**config.mk**
```make
export PLATFORM = sky130hd
export DESIGN_NAME = adaptive_rate_exp_smoother_unit
export DESIGN_NICKNAME = d
export VERILOG_FILES = /design/src/rtl/ares_pkg.sv /design/src/rtl/adaptive_rate_exp_smoother_unit.sv /design/src/rtl/ares_seq.sv
export SDC_FILE = /design/constraint.sdc
export NUM_CORES = 2
export LEC_CHECK = 0
export BUFFER_PORTS_ARGS = -buffer_cell sky130_fd_sc_hd__buf_4
export CELL_PAD_IN_SITES_DETAIL_PLACEMENT = 0
export CELL_PAD_IN_SITES_GLOBAL_PLACEMENT = 1
export CORE_MARGIN = 5
export CORE_UTILIZATION = 54
export DETAILED_ROUTE_END_ITERATION = 8
export PLACE_DENSITY_LB_ADDON = 0.2
export SETUP_SLACK_MARGIN = 0.02
export SLEW_MARGIN = 0
export SYNTH_ARGS = -nofsm -noshare
export SYNTH_HDL_FRONTEND = slang
export SYNTH_HIERARCHICAL = 1
export SYNTH_SLANG_ARGS = --single-unit
```
**constraint.sdc**
```tcl
create_clock -name clock -period 20.7 [get_ports clock]
set_input_delay 2.07 -clock clock [delete_from_list [all_inputs] [get_ports clock]]
set_output_delay 2.07 -clock clock [all_outputs]
set_load 0.05 [all_outputs]
```
**src/rtl/ares_pkg.sv**
```systemverilog
// Shared types, widths and the control program of the adaptive-rate smoother.
// Depends on nothing; the sequencer and the top level refer to it by scoped names.
`timescale 1ns / 1ps

package ares_pkg;

   // Field widths.
   localparam int SAMPLE_W = 24;
   localparam int FRAC_W   = 16;
   localparam int LEVEL_W  = SAMPLE_W + FRAC_W;
   localparam int ERR_W    = LEVEL_W + 1;
   localparam int RATE_W   = FRAC_W + 1;
   localparam int ALPHA_W  = 17;

   // Fixed point one and the alpha value after reset (0.3 rounded).
   localparam logic [RATE_W-1:0]  ONE_FX      = RATE_W'(1) << FRAC_W;
   localparam logic [ALPHA_W-1:0] ALPHA_RESET = ALPHA_W'(19661);

   // Partial product split of the 41 bit operands: a low and a high slice.
   localparam int LO_W   = 24;
   localparam int HI_W   = ERR_W - LO_W;
   localparam int MB_W   = LO_W + 1;
   localparam int MA_W   = ALPHA_W + 1;
   localparam int PROD_W = MA_W + MB_W;
   localparam int ACC_W  = 60;

   // Divider widths and step count.
   localparam int REM_W     = ERR_W + 1;
   localparam int DIV_STEPS = RATE_W;
   localparam int CNT_W     = $clog2(DIV_STEPS);

   // Program counter and the jump targets of the program.
   localparam int PC_W = 5;
   localparam logic [PC_W-1:0] PC_DIV   = PC_W'(14);
   localparam logic [PC_W-1:0] PC_RZERO = PC_W'(16);
   localparam logic [PC_W-1:0] PC_RONE  = PC_W'(17);
   localparam logic [PC_W-1:0] PC_LVL   = PC_W'(18);
   localparam logic [PC_W-1:0] PC_DONE  = PC_W'(22);
   localparam logic [PC_W-1:0] PC_FIRST = PC_W'(23);

   typedef enum logic [1:0] {
      MA_ALPHA = 2'd0,
      MA_BETA  = 2'd1,
      MA_RATE  = 2'd2
   } mula_sel_type;

   typedef enum logic [2:0] {
      MB_E_LO  = 3'd0,
      MB_E_HI  = 3'd1,
      MB_Q_LO  = 3'd2,
      MB_Q_HI  = 3'd3,
      MB_AE_LO = 3'd4,
      MB_AE_HI = 3'd5,
      MB_D_LO  = 3'd6,
      MB_D_HI  = 3'd7
   } mulb_sel_type;

   typedef enum logic [1:0] {
      ACC_HOLD = 2'd0,
      ACC_LOAD = 2'd1,
      ACC_ADD  = 2'd2
   } acc_op_type;

   typedef enum logic [3:0] {
      WR_NONE      = 4'd0,
      WR_ERR       = 4'd1,
      WR_ABS       = 4'd2,
      WR_Q         = 4'd3,
      WR_D_ABSQ    = 4'd4,
      WR_DIV_INIT  = 4'd5,
      WR_DIV_STEP  = 4'd6,
      WR_RATE_QUO  = 4'd7,
      WR_RATE_ZERO = 4'd8,
      WR_RATE_ONE  = 4'd9,
      WR_LEVEL     = 4'd10,
      WR_FIRST     = 4'd11,
      WR_OUT       = 4'd12
   } wr_op_type;

   typedef enum logic [2:0] {
      C_NONE        = 3'd0,
      C_ALWAYS      = 3'd1,
      C_NOT_STARTED = 3'd2,
      C_D_ZERO      = 3'd3,
      C_BIG         = 3'd4,
      C_DIV_MORE    = 3'd5,
      C_OUT_BUSY    = 3'd6
   } cond_type;

   // One control word of the program.
   typedef struct packed {
      logic             mul_en;
      mula_sel_type     mul_a;
      mulb_sel_type     mul_b;
      logic             mul_sh;
      acc_op_type       acc_op;
      wr_op_type        wr;
      cond_type         cond;
      logic [PC_W-1:0]  target;
      logic             last;
   } ctrl_type;

   // Datapath flags the program branches on.
   typedef struct packed {
      logic not_started;
      logic d_zero;
      logic big;
      logic div_more;
      logic out_busy;
   } status_type;

   localparam ctrl_type CTRL_NOP = '{
      mul_en: 1'b0, mul_a: MA_ALPHA, mul_b: MB_E_LO, mul_sh: 1'b0,
      acc_op: ACC_HOLD, wr: WR_NONE, cond: C_NONE, target: '0, last: 1'b0
   };

   // The program. Multiplies overlap: each step that follows a multiplying step
   // loads or adds the product of that step into the accumulator.
   function automatic ctrl_type ucode(input logic [PC_W-1:0] pc);
      ctrl_type w;
      w = CTRL_NOP;
      unique case (pc)
         PC_W'(0): begin
            w.wr = WR_ERR; w.cond = C_NOT_STARTED; w.target = PC_FIRST;
         end
         PC_W'(1): begin
            w.wr = WR_ABS; w.mul_en = 1'b1; w.mul_a = MA_ALPHA; w.mul_b = MB_E_LO;
         end
         PC_W'(2): begin
            w.mul_en = 1'b1; w.mul_a = MA_ALPHA; w.mul_b = MB_E_HI; w.mul_sh = 1'b1;
            w.acc_op = ACC_LOAD;
         end
         PC_W'(3): begin
            w.mul_en = 1'b1; w.mul_a = MA_BETA; w.mul_b = MB_Q_LO; w.acc_op = ACC_ADD;
         end
         PC_W'(4): begin
            w.mul_en = 1'b1; w.mul_a = MA_BETA; w.mul_b = MB_Q_HI; w.mul_sh = 1'b1;
            w.acc_op = ACC_ADD;
         end
         PC_W'(5): w.acc_op = ACC_ADD;
         PC_W'(6): begin
            w.wr = WR_Q; w.mul_en = 1'b1; w.mul_a = MA_ALPHA; w.mul_b = MB_AE_LO;
         end
         PC_W'(7): begin
            w.mul_en = 1'b1; w.mul_a = MA_ALPHA; w.mul_b = MB_AE_HI; w.mul_sh = 1'b1;
            w.acc_op = ACC_LOAD;
         end
         PC_W'(8): begin
            w.mul_en = 1'b1; w.mul_a = MA_BETA; w.mul_b = MB_D_LO; w.acc_op = ACC_ADD;
         end
         PC_W'(9): begin
            w.mul_en = 1'b1; w.mul_a = MA_BETA; w.mul_b = MB_D_HI; w.mul_sh = 1'b1;
            w.acc_op = ACC_ADD;
         end
         PC_W'(10): w.acc_op = ACC_ADD;
         PC_W'(11): w.wr = WR_D_ABSQ;
         PC_W'(12): begin
            w.wr = WR_DIV_INIT; w.cond = C_D_ZERO; w.target = PC_RZERO;
         end
         PC_W'(13): begin
            w.cond = C_BIG; w.target = PC_RONE;
         end
         PC_W'(14): begin
            w.wr = WR_DIV_STEP; w.cond = C_DIV_MORE; w.target = PC_DIV;
         end
         PC_W'(15): begin
            w.wr = WR_RATE_QUO; w.cond = C_ALWAYS; w.target = PC_LVL;
         end
         PC_W'(16): begin
            w.wr = WR_RATE_ZERO; w.cond = C_ALWAYS; w.target = PC_LVL;
         end
         PC_W'(17): w.wr = WR_RATE_ONE;
         PC_W'(18): begin
            w.mul_en = 1'b1; w.mul_a = MA_RATE; w.mul_b = MB_E_LO;
         end
         PC_W'(19): begin
            w.mul_en = 1'b1; w.mul_a = MA_RATE; w.mul_b = MB_E_HI; w.mul_sh = 1'b1;
            w.acc_op = ACC_LOAD;
         end
         PC_W'(20): w.acc_op = ACC_ADD;
         PC_W'(21): w.wr = WR_LEVEL;
         PC_W'(22): begin
            w.wr = WR_OUT; w.cond = C_OUT_BUSY; w.target = PC_DONE; w.last = 1'b1;
         end
         PC_W'(23): begin
            w.wr = WR_FIRST; w.cond = C_ALWAYS; w.target = PC_DONE;
         end
         default: w.last = 1'b1;
      endcase
      return w;
   endfunction

endpackage

```
**src/rtl/adaptive_rate_exp_smoother_unit.sv**
```systemverilog
// Top level of the adaptive-rate exponential smoother: datapath and channels.
// Depends on ares_pkg and on the program sequencer ares_seq.
`timescale 1ns / 1ps

// Usage
// The req_ channel carries one signed sample per transaction; the rsp_ channel
// returns one result per sample: first-sample flag, level, rate, forecast
// error, smoothed error and mean absolute error, all with 16 fraction bits.
// The csr_ channel writes alpha (17 bits, 16 fraction bits); csr_ready is
// always high, and writes belong in idle periods.
// A microcoded sequencer steps one multiplier (18 x 25 bits, one partial
// product per step), an accumulator and a one-bit-per-step divider.
// The first sample after reset takes a short path; a later sample runs the
// normal path through the divider loop, or skips that loop when the rate is
// clamped or zero.
// One sample is in work at a time; req_stall is high while it runs, so the
// next sample is taken only once the last one has left its last step.
// Reset restores alpha to 0.3 and clears level, Q, D and the started flag.
// A result waits in the output register while rsp_stall is high; the
// next sample still runs and holds in its last step until that register
// is free.
module adaptive_rate_exp_smoother_unit (
   input  logic                                  clock,
   input  logic                                  reset,
   input  logic                                  req_valid,
   output logic                                  req_stall,
   input  logic signed [ares_pkg::SAMPLE_W-1:0]  req_sample,
   output logic                                  rsp_valid,
   input  logic                                  rsp_stall,
   output logic                                  rsp_first_sample,
   output logic signed [ares_pkg::LEVEL_W-1:0]   rsp_level,
   output logic        [ares_pkg::RATE_W-1:0]    rsp_rate,
   output logic signed [ares_pkg::ERR_W-1:0]     rsp_forecast_error,
   output logic signed [ares_pkg::ERR_W-1:0]     rsp_smoothed_err,
   output logic        [ares_pkg::LEVEL_W-1:0]   rsp_mean_abs_err,
   input  logic                                  csr_valid,
   output logic                                  csr_ready,
   input  logic        [ares_pkg::ALPHA_W-1:0]   csr_wdata
);

   localparam int F  = ares_pkg::FRAC_W;
   localparam int LO = ares_pkg::LO_W;

   ares_pkg::ctrl_type   ctrl;
   ares_pkg::status_type status;
   logic                 busy;
   logic                 start;

   logic [ares_pkg::ALPHA_W-1:0]         alpha_ff, alpha_in;
   logic [ares_pkg::SAMPLE_W-1:0]        sample_ff, sample_in;
   logic                                 started_ff, started_in;
   logic                                 first_ff, first_in;
   logic [ares_pkg::LEVEL_W-1:0]         level_ff, level_in;
   logic [ares_pkg::ERR_W-1:0]           q_ff, q_in;
   logic [ares_pkg::ERR_W-1:0]           d_ff, d_in;
   logic [ares_pkg::ERR_W-1:0]           e_ff, e_in;
   logic [ares_pkg::ERR_W-1:0]           abse_ff, abse_in;
   logic [ares_pkg::ERR_W-1:0]           absq_ff, absq_in;
   logic [ares_pkg::RATE_W-1:0]          rate_ff, rate_in;
   logic signed [ares_pkg::PROD_W-1:0]   prod_ff, prod_in;
   logic                                 prod_sh_ff, prod_sh_in;
   logic signed [ares_pkg::ACC_W-1:0]    acc_ff, acc_in;
   logic [ares_pkg::REM_W-1:0]           rem_ff, rem_in;
   logic [ares_pkg::RATE_W-1:0]          quo_ff, quo_in;
   logic [ares_pkg::CNT_W-1:0]           cnt_ff, cnt_in;

   logic                                 rsp_valid_ff, rsp_valid_in;
   logic                                 rsp_first_ff, rsp_first_in;
   logic [ares_pkg::LEVEL_W-1:0]         rsp_level_ff, rsp_level_in;
   logic [ares_pkg::RATE_W-1:0]          rsp_rate_ff, rsp_rate_in;
   logic [ares_pkg::ERR_W-1:0]           rsp_err_ff, rsp_err_in;
   logic [ares_pkg::ERR_W-1:0]           rsp_q_ff, rsp_q_in;
   logic [ares_pkg::LEVEL_W-1:0]         rsp_d_ff, rsp_d_in;

   logic [ares_pkg::ALPHA_W-1:0]         alpha_sat;
   logic [ares_pkg::ALPHA_W-1:0]         beta;
   logic [ares_pkg::ALPHA_W-1:0]         mul_a;
   logic signed [ares_pkg::MB_W-1:0]     mul_b;
   logic signed [ares_pkg::ACC_W-1:0]    term;
   logic [ares_pkg::ERR_W-1:0]           diff;
   logic                                 div_ge;
   logic [ares_pkg::REM_W-1:0]           rem_sub;
   logic                                 out_busy;

   assign start     = req_valid && !busy;
   assign req_stall = busy;
   assign csr_ready = 1'b1;
   assign out_busy  = rsp_valid_ff && rsp_stall;

   ares_seq u_seq (
      .clock  (clock),
      .reset  (reset),
      .start  (start),
      .status (status),
      .ctrl   (ctrl),
      .busy   (busy)
   );

   // Flags the program branches on.
   always_comb begin
      status.not_started = !started_ff;
      status.d_zero      = (d_ff == '0);
      status.big         = {1'b0, absq_ff} >= {d_ff, 1'b0};
      status.div_more    = (cnt_ff != ares_pkg::CNT_W'(ares_pkg::DIV_STEPS - 1));
      status.out_busy    = out_busy;
   end

   // Alpha saturates at one; beta is one minus alpha.
   assign alpha_sat = (alpha_ff > ares_pkg::ONE_FX) ? ares_pkg::ONE_FX : alpha_ff;
   assign beta      = ares_pkg::ONE_FX - alpha_sat;

   // Multiplier operand selection: a weight times one slice of a wide value.
   always_comb begin
      unique case (ctrl.mul_a)
         ares_pkg::MA_ALPHA: mul_a = alpha_sat;
         ares_pkg::MA_BETA:  mul_a = beta;
         ares_pkg::MA_RATE:  mul_a = rate_ff;
         default:            mul_a = alpha_sat;
      endcase
      unique case (ctrl.mul_b)
         ares_pkg::MB_E_LO:  mul_b = {1'b0, e_ff[LO-1:0]};
         ares_pkg::MB_E_HI:  mul_b = {{(ares_pkg::MB_W - ares_pkg::HI_W){e_ff[ares_pkg::ERR_W-1]}},
                                      e_ff[ares_pkg::ERR_W-1:LO]};
         ares_pkg::MB_Q_LO:  mul_b = {1'b0, q_ff[LO-1:0]};
         ares_pkg::MB_Q_HI:  mul_b = {{(ares_pkg::MB_W - ares_pkg::HI_W){q_ff[ares_pkg::ERR_W-1]}},
                                      q_ff[ares_pkg::ERR_W-1:LO]};
         ares_pkg::MB_AE_LO: mul_b = {1'b0, abse_ff[LO-1:0]};
         ares_pkg::MB_AE_HI: mul_b = {{(ares_pkg::MB_W - ares_pkg::HI_W){1'b0}},
                                      abse_ff[ares_pkg::ERR_W-1:LO]};
         ares_pkg::MB_D_LO:  mul_b = {1'b0, d_ff[LO-1:0]};
         ares_pkg::MB_D_HI:  mul_b = {{(ares_pkg::MB_W - ares_pkg::HI_W){1'b0}},
                                      d_ff[ares_pkg::ERR_W-1:LO]};
         default:            mul_b = '0;
      endcase
   end

   assign prod_in    = ctrl.mul_en ? (ares_pkg::PROD_W'($signed({1'b0, mul_a}))
                                      * ares_pkg::PROD_W'(mul_b)) : prod_ff;
   assign prod_sh_in = ctrl.mul_en ? ctrl.mul_sh : prod_sh_ff;

   // Sign-extend the registered product and place it at its slice weight.
   always_comb begin
      term = {{(ares_pkg::ACC_W - ares_pkg::PROD_W){prod_ff[ares_pkg::PROD_W-1]}}, prod_ff};
      if (prod_sh_ff) begin
         term = term <<< LO;
      end
   end

   always_comb begin
      unique case (ctrl.acc_op)
         ares_pkg::ACC_HOLD: acc_in = acc_ff;
         ares_pkg::ACC_LOAD: acc_in = term;
         ares_pkg::ACC_ADD:  acc_in = acc_ff + term;
         default:            acc_in = acc_ff;
      endcase
   end

   // Forecast error: the sample scaled to fixed point minus the level.
   assign diff = {sample_ff[ares_pkg::SAMPLE_W-1], sample_ff, {F{1'b0}}}
               - {level_ff[ares_pkg::LEVEL_W-1], level_ff};

   // One restoring division step of the rate quotient.
   assign div_ge  = rem_ff >= {1'b0, d_ff};
   assign rem_sub = div_ge ? (rem_ff - {1'b0, d_ff}) : rem_ff;

   // Register writes selected by the control word.
   always_comb begin
      alpha_in     = alpha_ff;
      sample_in    = sample_ff;
      started_in   = started_ff;
      first_in     = first_ff;
      level_in     = level_ff;
      q_in         = q_ff;
      d_in         = d_ff;
      e_in         = e_ff;
      abse_in      = abse_ff;
      absq_in      = absq_ff;
      rate_in      = rate_ff;
      rem_in       = rem_ff;
      quo_in       = quo_ff;
      cnt_in       = cnt_ff;
      rsp_first_in = rsp_first_ff;
      rsp_level_in = rsp_level_ff;
      rsp_rate_in  = rsp_rate_ff;
      rsp_err_in   = rsp_err_ff;
      rsp_q_in     = rsp_q_ff;
      rsp_d_in     = rsp_d_ff;
      rsp_valid_in = rsp_valid_ff && rsp_stall;

      if (csr_valid) begin
         alpha_in = csr_wdata;
      end
      if (start) begin
         sample_in = req_sample;
      end

      unique case (ctrl.wr)
         ares_pkg::WR_NONE: begin
         end
         ares_pkg::WR_ERR: begin
            e_in     = diff;
            first_in = 1'b0;
         end
         ares_pkg::WR_ABS: begin
            abse_in = e_ff[ares_pkg::ERR_W-1] ? (~e_ff + ares_pkg::ERR_W'(1)) : e_ff;
         end
         ares_pkg::WR_Q: begin
            q_in = acc_ff[F+ares_pkg::ERR_W-1:F];
         end
         ares_pkg::WR_D_ABSQ: begin
            d_in    = acc_ff[F+ares_pkg::ERR_W-1:F];
            absq_in = q_ff[ares_pkg::ERR_W-1] ? (~q_ff + ares_pkg::ERR_W'(1)) : q_ff;
         end
         ares_pkg::WR_DIV_INIT: begin
            rem_in = {1'b0, absq_ff};
            quo_in = '0;
            cnt_in = '0;
         end
         ares_pkg::WR_DIV_STEP: begin
            rem_in = {rem_sub[ares_pkg::REM_W-2:0], 1'b0};
            quo_in = {quo_ff[ares_pkg::RATE_W-2:0], div_ge};
            cnt_in = cnt_ff + ares_pkg::CNT_W'(1);
         end
         ares_pkg::WR_RATE_QUO: begin
            rate_in = (quo_ff > ares_pkg::ONE_FX) ? ares_pkg::ONE_FX : quo_ff;
         end
         ares_pkg::WR_RATE_ZERO: begin
            rate_in = '0;
         end
         ares_pkg::WR_RATE_ONE: begin
            rate_in = ares_pkg::ONE_FX;
         end
         ares_pkg::WR_LEVEL: begin
            level_in = level_ff + acc_ff[F+ares_pkg::LEVEL_W-1:F];
         end
         ares_pkg::WR_FIRST: begin
            level_in   = {sample_ff, {F{1'b0}}};
            q_in       = '0;
            d_in       = '0;
            e_in       = '0;
            rate_in    = ares_pkg::ONE_FX;
            started_in = 1'b1;
            first_in   = 1'b1;
         end
         ares_pkg::WR_OUT: begin
            // Load the result once the output register is free.
            if (!out_busy) begin
               rsp_valid_in = 1'b1;
               rsp_first_in = first_ff;
               rsp_level_in = level_ff;
               rsp_rate_in  = rate_ff;
               rsp_err_in   = e_ff;
               rsp_q_in     = q_ff;
               rsp_d_in     = d_ff[ares_pkg::LEVEL_W-1:0];
            end
         end
         default: begin
         end
      endcase
   end

   // Control state and smoother state, set by reset (alpha to 0.3, the rest to zero).
   always_ff @(posedge clock) begin
      if (reset) begin
         alpha_ff     <= ares_pkg::ALPHA_RESET;
         started_ff   <= 1'b0;
         level_ff     <= '0;
         q_ff         <= '0;
         d_ff         <= '0;
         rsp_valid_ff <= 1'b0;
      end else begin
         alpha_ff     <= alpha_in;
         started_ff   <= started_in;
         level_ff     <= level_in;
         q_ff         <= q_in;
         d_ff         <= d_in;
         rsp_valid_ff <= rsp_valid_in;
      end
   end

   // Working and result payload registers.
   always_ff @(posedge clock) begin
      sample_ff    <= sample_in;
      first_ff     <= first_in;
      e_ff         <= e_in;
      abse_ff      <= abse_in;
      absq_ff      <= absq_in;
      rate_ff      <= rate_in;
      prod_ff      <= prod_in;
      prod_sh_ff   <= prod_sh_in;
      acc_ff       <= acc_in;
      rem_ff       <= rem_in;
      quo_ff       <= quo_in;
      cnt_ff       <= cnt_in;
      rsp_first_ff <= rsp_first_in;
      rsp_level_ff <= rsp_level_in;
      rsp_rate_ff  <= rsp_rate_in;
      rsp_err_ff   <= rsp_err_in;
      rsp_q_ff     <= rsp_q_in;
      rsp_d_ff     <= rsp_d_in;
   end

   assign rsp_valid          = rsp_valid_ff;
   assign rsp_first_sample   = rsp_first_ff;
   assign rsp_level          = rsp_level_ff;
   assign rsp_rate           = rsp_rate_ff;
   assign rsp_forecast_error = rsp_err_ff;
   assign rsp_smoothed_err   = rsp_q_ff;
   assign rsp_mean_abs_err   = rsp_d_ff;

endmodule

```
**src/rtl/ares_seq.sv**
```systemverilog
// Program sequencer of the smoother: step counter, control ROM and jump logic.
// Depends on ares_pkg for the control word, the status flags and the program.
`timescale 1ns / 1ps

module ares_seq (
   input  logic                 clock,
   input  logic                 reset,
   input  logic                 start,
   input  ares_pkg::status_type status,
   output ares_pkg::ctrl_type   ctrl,
   output logic                 busy
);

   logic [ares_pkg::PC_W-1:0] pc_ff, pc_in;
   logic                      busy_ff, busy_in;
   ares_pkg::ctrl_type        word;
   logic                      jump;

   // Fetch the current control word; nothing runs while idle.
   always_comb begin
      word = busy_ff ? ares_pkg::ucode(pc_ff) : ares_pkg::CTRL_NOP;
   end

   // Evaluate the jump condition of the current word.
   always_comb begin
      unique case (word.cond)
         ares_pkg::C_NONE:        jump = 1'b0;
         ares_pkg::C_ALWAYS:      jump = 1'b1;
         ares_pkg::C_NOT_STARTED: jump = status.not_started;
         ares_pkg::C_D_ZERO:      jump = status.d_zero;
         ares_pkg::C_BIG:         jump = status.big;
         ares_pkg::C_DIV_MORE:    jump = status.div_more;
         ares_pkg::C_OUT_BUSY:    jump = status.out_busy;
         default:                 jump = 1'b0;
      endcase
   end

   // Next step and run flag.
   always_comb begin
      pc_in   = pc_ff;
      busy_in = busy_ff;
      if (!busy_ff) begin
         if (start) begin
            busy_in = 1'b1;
            pc_in   = '0;
         end
      end else if (jump) begin
         pc_in = word.target;
      end else if (word.last) begin
         busy_in = 1'b0;
      end else begin
         pc_in = pc_ff + ares_pkg::PC_W'(1);
      end
   end

   always_ff @(posedge clock) begin
      if (reset) begin
         pc_ff   <= '0;
         busy_ff <= 1'b0;
      end else begin
         pc_ff   <= pc_in;
         busy_ff <= busy_in;
      end
   end

   assign ctrl = word;
   assign busy = busy_ff;

endmodule
```
## Yosys cells after proc, flatten, opt, wreduce, memory -nomap -nowiden

Cells that the tools add are included.

- Register bits: 660
- Logic and storage cells: 157

- Add/sub/neg operators: 9
- Multiply operators: 1
- Magnitude comparators: 4
- Eq/ne operators: 54
- Mux-type cells: 35
- Bitwise logic cells: 3
- Reduce and logical (&&, ||, !) cells: 23

Operators with widths:

| kind | number |
|---|---|
| one-hot mux 41 bit (2 select lines) | 3 |
| one-hot mux 25 bit (8 select lines) | 1 |
| one-hot mux 60 bit (2 select lines) | 1 |
| one-hot mux 42 bit (2 select lines) | 1 |
| adder 41 x 1 -> 41 bit (second input constant) | 2 |
| inverter 41 bit | 2 |
| 2-to-1 mux 40 bit | 2 |
| one-hot mux 40 bit (2 select lines) | 1 |
| one-hot mux 17 bit (2 select lines) | 2 |
| adder 60 bit | 1 |
| 2-to-1 mux 60 bit | 1 |
| one-hot mux 6 bit (10 select lines) | 1 |
| one-hot mux 8 bit (7 select lines) | 1 |
| one-hot mux 17 bit (3 select lines) | 1 |
| one-hot mux 4 bit (12 select lines) | 1 |
| multiplier 18 x 25 -> 43 bit | 1 |
| greater-or-equal comparator 41 x 42 -> 1 bit | 1 |
| greater-or-equal comparator 42 x 41 -> 1 bit | 1 |
| zero test 41 bit | 1 |
| 2-to-1 mux 41 bit | 1 |
| subtractor 40 x 40 -> 41 bit | 1 |
| subtractor 41 bit | 1 |
| adder 40 bit | 1 |
| == test 5 x 4 -> 1 bit (second input constant) | 8 |
| other kinds (39) | 92 |

## Logic depth before layout (Yosys ltp)

- Word-level depth: 8
- Gate-level depth with buffers: 42
- Gate-level depth less buffers: 39

## Cells and area by module

Netlist, hierarchy kept.

Modules (own cells, without submodules):

| module | instances | cells an instance | area an instance (sq um) | seq. area each (sq um) |
|---|---|---|---|---|
| adaptive_rate_exp_smoother_unit | 1 | 5276 | 51269.2 | 18137.4 |
| ares_seq | 1 | 169 | 1251.2 | 120.1 |

## Worst setup path after synthesis

OpenSTA, ideal clock, no wires.

- Path kind: reg2reg
- From: reg u_seq/pc_ff[0] (netlist bit)
- To: reg prod_ff[27] (netlist bit), data pin
- Library setup time: 0.259 ns
- Arrival time: 10.623 ns
- Path slack: 9.818 ns
- Stages on the path, launching flop included: 37
- Path through: dfxtp_1 -> ha_1 -> clkbuf_1 -> clkbuf_1 -> o21ai_0 -> a221oi_1 -> o21a_1 -> a21boi_0 -> buf_1 -> clkbuf_1 -> clkbuf_1 -> nand2_1 -> a21oi_1 -> clkbuf_1 -> nand2_1 -> fa_1 -> fa_1 -> fa_1 -> fa_1 -> inv_1 -> fa_1 -> inv_1 -> fa_1 -> inv_1 -> ha_1 -> a21o_1 -> a21o_1 -> a21oi_1 -> o21ai_0 -> o21a_1 -> or3_1 -> a31oi_1 -> o21bai_1 -> a21o_1 -> a21o_1 -> a21oi_1 -> xnor2_1

RTL lines:

| item | RTL line | text |
|---|---|---|
| from (decl) | ares_seq.sv:14 | `logic [ares_pkg::PC_W-1:0] pc_ff, pc_in;` |
| from (signal assigned) | ares_seq.sv:61 | `pc_ff <= pc_in;` |
| to (signal assigned) | adaptive_rate_exp_smoother_unit.sv:289 | `prod_ff <= prod_in;` |
| to (decl) | adaptive_rate_exp_smoother_unit.sv:60 | `logic signed [ares_pkg::PROD_W-1:0] prod_ff, prod_in;` |

==> summary.md <==
| Metric | Value |
|---|---|
| Outcome | `finished clean` |
| Wirelength, routed | `169000 um` |
| Post-synth EDFFs | `510` |
| Final Hold Fails | `0` |
| Cts bufs inserted | `75` |
| CP Class | `flip-flop to flip-flop` |
| Ranking of synthesized cells by area | `edfxtp_1, fa_1, ha_1, dfxtp_1, inv_1` |
| Critical-path top delay cell | `nor2_1` |
| WP data required | `21.09 ns` |
| Detailed placer's ending HPWL | `129000 um` |
| Die height | `322 um` |
| Total number of vias | `41400` |
| Htree depth | `3` |
| FMAX | `85.6 MHz` |
| DR vias/cell | `5.98` |
| Antenna-violating nets left | `0` |
| Hold WC Path Type | `flip-flop to flip-flop` |
| Drt pass-1 iters | `6` |
| Routability congestion estimate | `0.963` |
| Wire per inst | `24.4 um` |
| Rel. slew slack | `0.0393` |
| Port buffer count | `227` |
| Library cells used by synthesis | `104` |
| Ys Warns | `6` |
| Grt ovf | `0` |
| Crit end category | `flip-flop` |
| Number of I/O pins | `229` |
| Resize count post-CTS | `0` |
| Critical Path AT | `12.08 ns` |
| Post-Syn Nets | `6228` |
| Most frequent CP cell | `fa_1` |
| Layout area overhead | `10.8%` |
| Mean Syn Cell Area | `9.65 um2` |
| Core area | `96600 um2` |
| Synth async-reset ratio | `0` |
| First-pass GRT wire length | `254000 um` |
| Post-synth top flop | `edfxtp_1` |
| Unrepaired setup endpoints after global routing | `no` |
| Final setup vio count | `0` |
| Number of max-cap violations | `0` |
| Initial Util | `0.544` |
| Register area share after synthesis | `0.348` |
| Die Footprint | `104000 um2` |
| CTS sink count | `657` |
| Cell taking the most area after synthesis | `edfxtp_1` |
| Width of the die | `322 um` |
| Post-synth top area share | `0.292` |
| Clock transition at path regs | `0.06 ns` |
| Crit path time final | `11.68 ns` |
| Worst-margin pin slew | `1.43 ns` |
| Setup Buffers After CTS | `0` |
| Worst-skew pair later-pin latency | `0.68 ns` |
| Worst-path maximum fanout | `50` |
| Yosys reg bits | `657` |
| Vias in the first global route | `40200` |
| CTS max path bufs | `3` |
| Remaining DRCs | `0` |
| Placement Rows | `114` |
| Slew Viols, Final | `0` |
| Layout cell share with drive strength beyond 1 | `0.0992` |
| Iter 0 DRT Violations | `4235` |
| Post-cts hold buffer count | `0` |
| Initial antenna violation count | `5` |
| Crit path largest cell delay | `1.03 ns` |
| Final period utilization | `0.564` |
| Clock skew | `0.0416 ns` |
| # fillers | `8311` |
| Clock root buffer | `clkbuf_16` |
| Final #Nets | `6369` |
| Setup TNS | `0 ns` |
| GRT Total Usage | `0.323` |
| CTS tree | `built` |
| Cell count after synthesis | `5445` |
| Synthesized cell area | `52500 um2` |
| Critical path startpoint category | `flip-flop` |
| Largest net degree at the start of global routing | `84` |
==> flip-flops by register name, indices dropped and copies added (netlist names), 5 cells and up <==
register and flops:
abse_ff 41, absq_ff 41, acc_ff 57, alpha_ff 17
cnt_ff 5, d_ff 41, e_ff 41, level_ff 40
prod_ff 43, q_ff 41, quo_ff 17, rate_ff 17
rem_ff 42, rsp_forecast_error 41, rsp_level 40, rsp_mean_abs_err 40
rsp_rate 17, rsp_smoothed_err 41, sample_ff 24, u_seq/pc_ff 5
==> per-stage QoR <==
stage / utilization / cells / worst slack [ns] / hold WS [ns] / cell area (um2)
floorplan: - / 5445 / 9.82 / 0.400 / 52500
global placement: 0.576 / 6785 / 9.43 / 0.407 / 55600
detailed placement: 0.576 / 6785 / 9.22 / 0.407 / 55600
CTS: 0.602 / 6924 / 9.18 / 0.421 / 58200
global route: 0.602 / 6924 / 8.47 / 0.425 / 58200
finish: 0.602 / 6929 / 9.02 / 0.419 / 58200
==> synth_stat cells (16+ instances only) <==
cell / number
o22ai_1: 25
nor4_1: 33
or3_1: 16
a211oi_1: 40
o21ai_0: 220
clkbuf_1: 216
a211o_1: 18
a31oi_1: 31
o21bai_1: 29
inv_1: 662
a21oi_1: 412
fa_1: 419
a21o_1: 111
nand2_1: 622
dfxtp_1: 147
o211ai_1: 19
ha_1: 318
edfxtp_1: 510
nor2_1: 394
and3_1: 35
nand2b_1: 62
or4_1: 20
xor2_1: 90
and2_1: 68
o21a_1: 52
mux2_2: 51
nand3_1: 94
nor2b_1: 120
nand4_1: 27
xnor2_1: 189
a22oi_1: 25
o31ai_1: 28
nor3_1: 62
mux2i_1: 49
==> worst paths after layout <==
kind                                 to  cells past startpoint  slack (ns)                   startpoint
max reg2reg       prod_ff[41]$_DFFE_PP_                     36        9.02  u_seq/pc_ff[0]$_SDFFE_PP0P_
min          rsp_first_sample$_DFFE_PP_                      0        0.42           first_ff$_DFFE_PP_
max               prod_ff[41]$_DFFE_PP_                     36        9.02  u_seq/pc_ff[0]$_SDFFE_PP0P_
min reg2reg  rsp_first_sample$_DFFE_PP_                      0        0.42           first_ff$_DFFE_PP_
==> final cells by class <==
class,instances,area (um2),share of cell area
inverter,668,2510,0.0431
clock buffer,97,2040,0.0351
clock inverter,42,524,0.00901
multi-input combinational,3879,30900,0.532
antenna,5,12.5,0.000215
timing repair buffer,305,2290,0.0394
sequential,657,18300,0.314
tap,1276,1600,0.0274
==> cell families after synthesis <==
group,after synthesis,synth area share
xor gates and xnor gates,279,0.0465
and+or+nand+nor,1606,0.142
adders and majority gates,737,0.235
DFF,657,0.348
buffers and inverters,909,0.0659
AOI/OAI and AO/OA,1146,0.138
other,1,0.0000714
muxes,110,0.0244
==> cell usage in the layout, fill, tap and decap left out, types with 78 or more instances in the layout <==
| cell | synthesis | final |
|---|---|---|
| o21ai_0 | 220 | 218 |
| inv_1 | 662 | 661 |
| edfxtp_1 | 510 | 510 |
| fa_1 | 419 | 419 |
| ha_1 | 318 | 317 |
| a21oi_1 | 412 | 409 |
| xor2_1 | 90 | 90 |
| a21o_1 | 111 | 111 |
| nand3_1 | 94 | 93 |
| nor2b_1 | 120 | 119 |
| xnor2_1 | 189 | 189 |
| nor2_1 | 394 | 391 |
| clkbuf_16 | 0 | 78 |
| buf_4 | 3 | 305 |
| dfxtp_1 | 147 | 147 |
| nand2_1 | 622 | 621 |
==> worst max-delay path: cells and delay by family, from the launching register on <==
family | cells | cell delay (ns)
compound gates | 13 | 2.91
xor+xnor | 1 | 0.15
fa+ha+maj | 8 | 3.93
buf+inv | 7 | 1.84
flops | 1 | 0.34
simple gates | 7 | 2.17
==> layer usage <==
layer  vias up  part of all wire  GRT usage
met1     20400              0.41      0.440
met5         -                 0          0
met4         0             0.050      0.137
met3       391             0.085     0.0660
met2      1743              0.46      0.508
li1      18900                 -          -
Power is left out: the tool's default activity adds up to more than one toggle a clock period on the data nets, which glitch-free logic cannot reach.
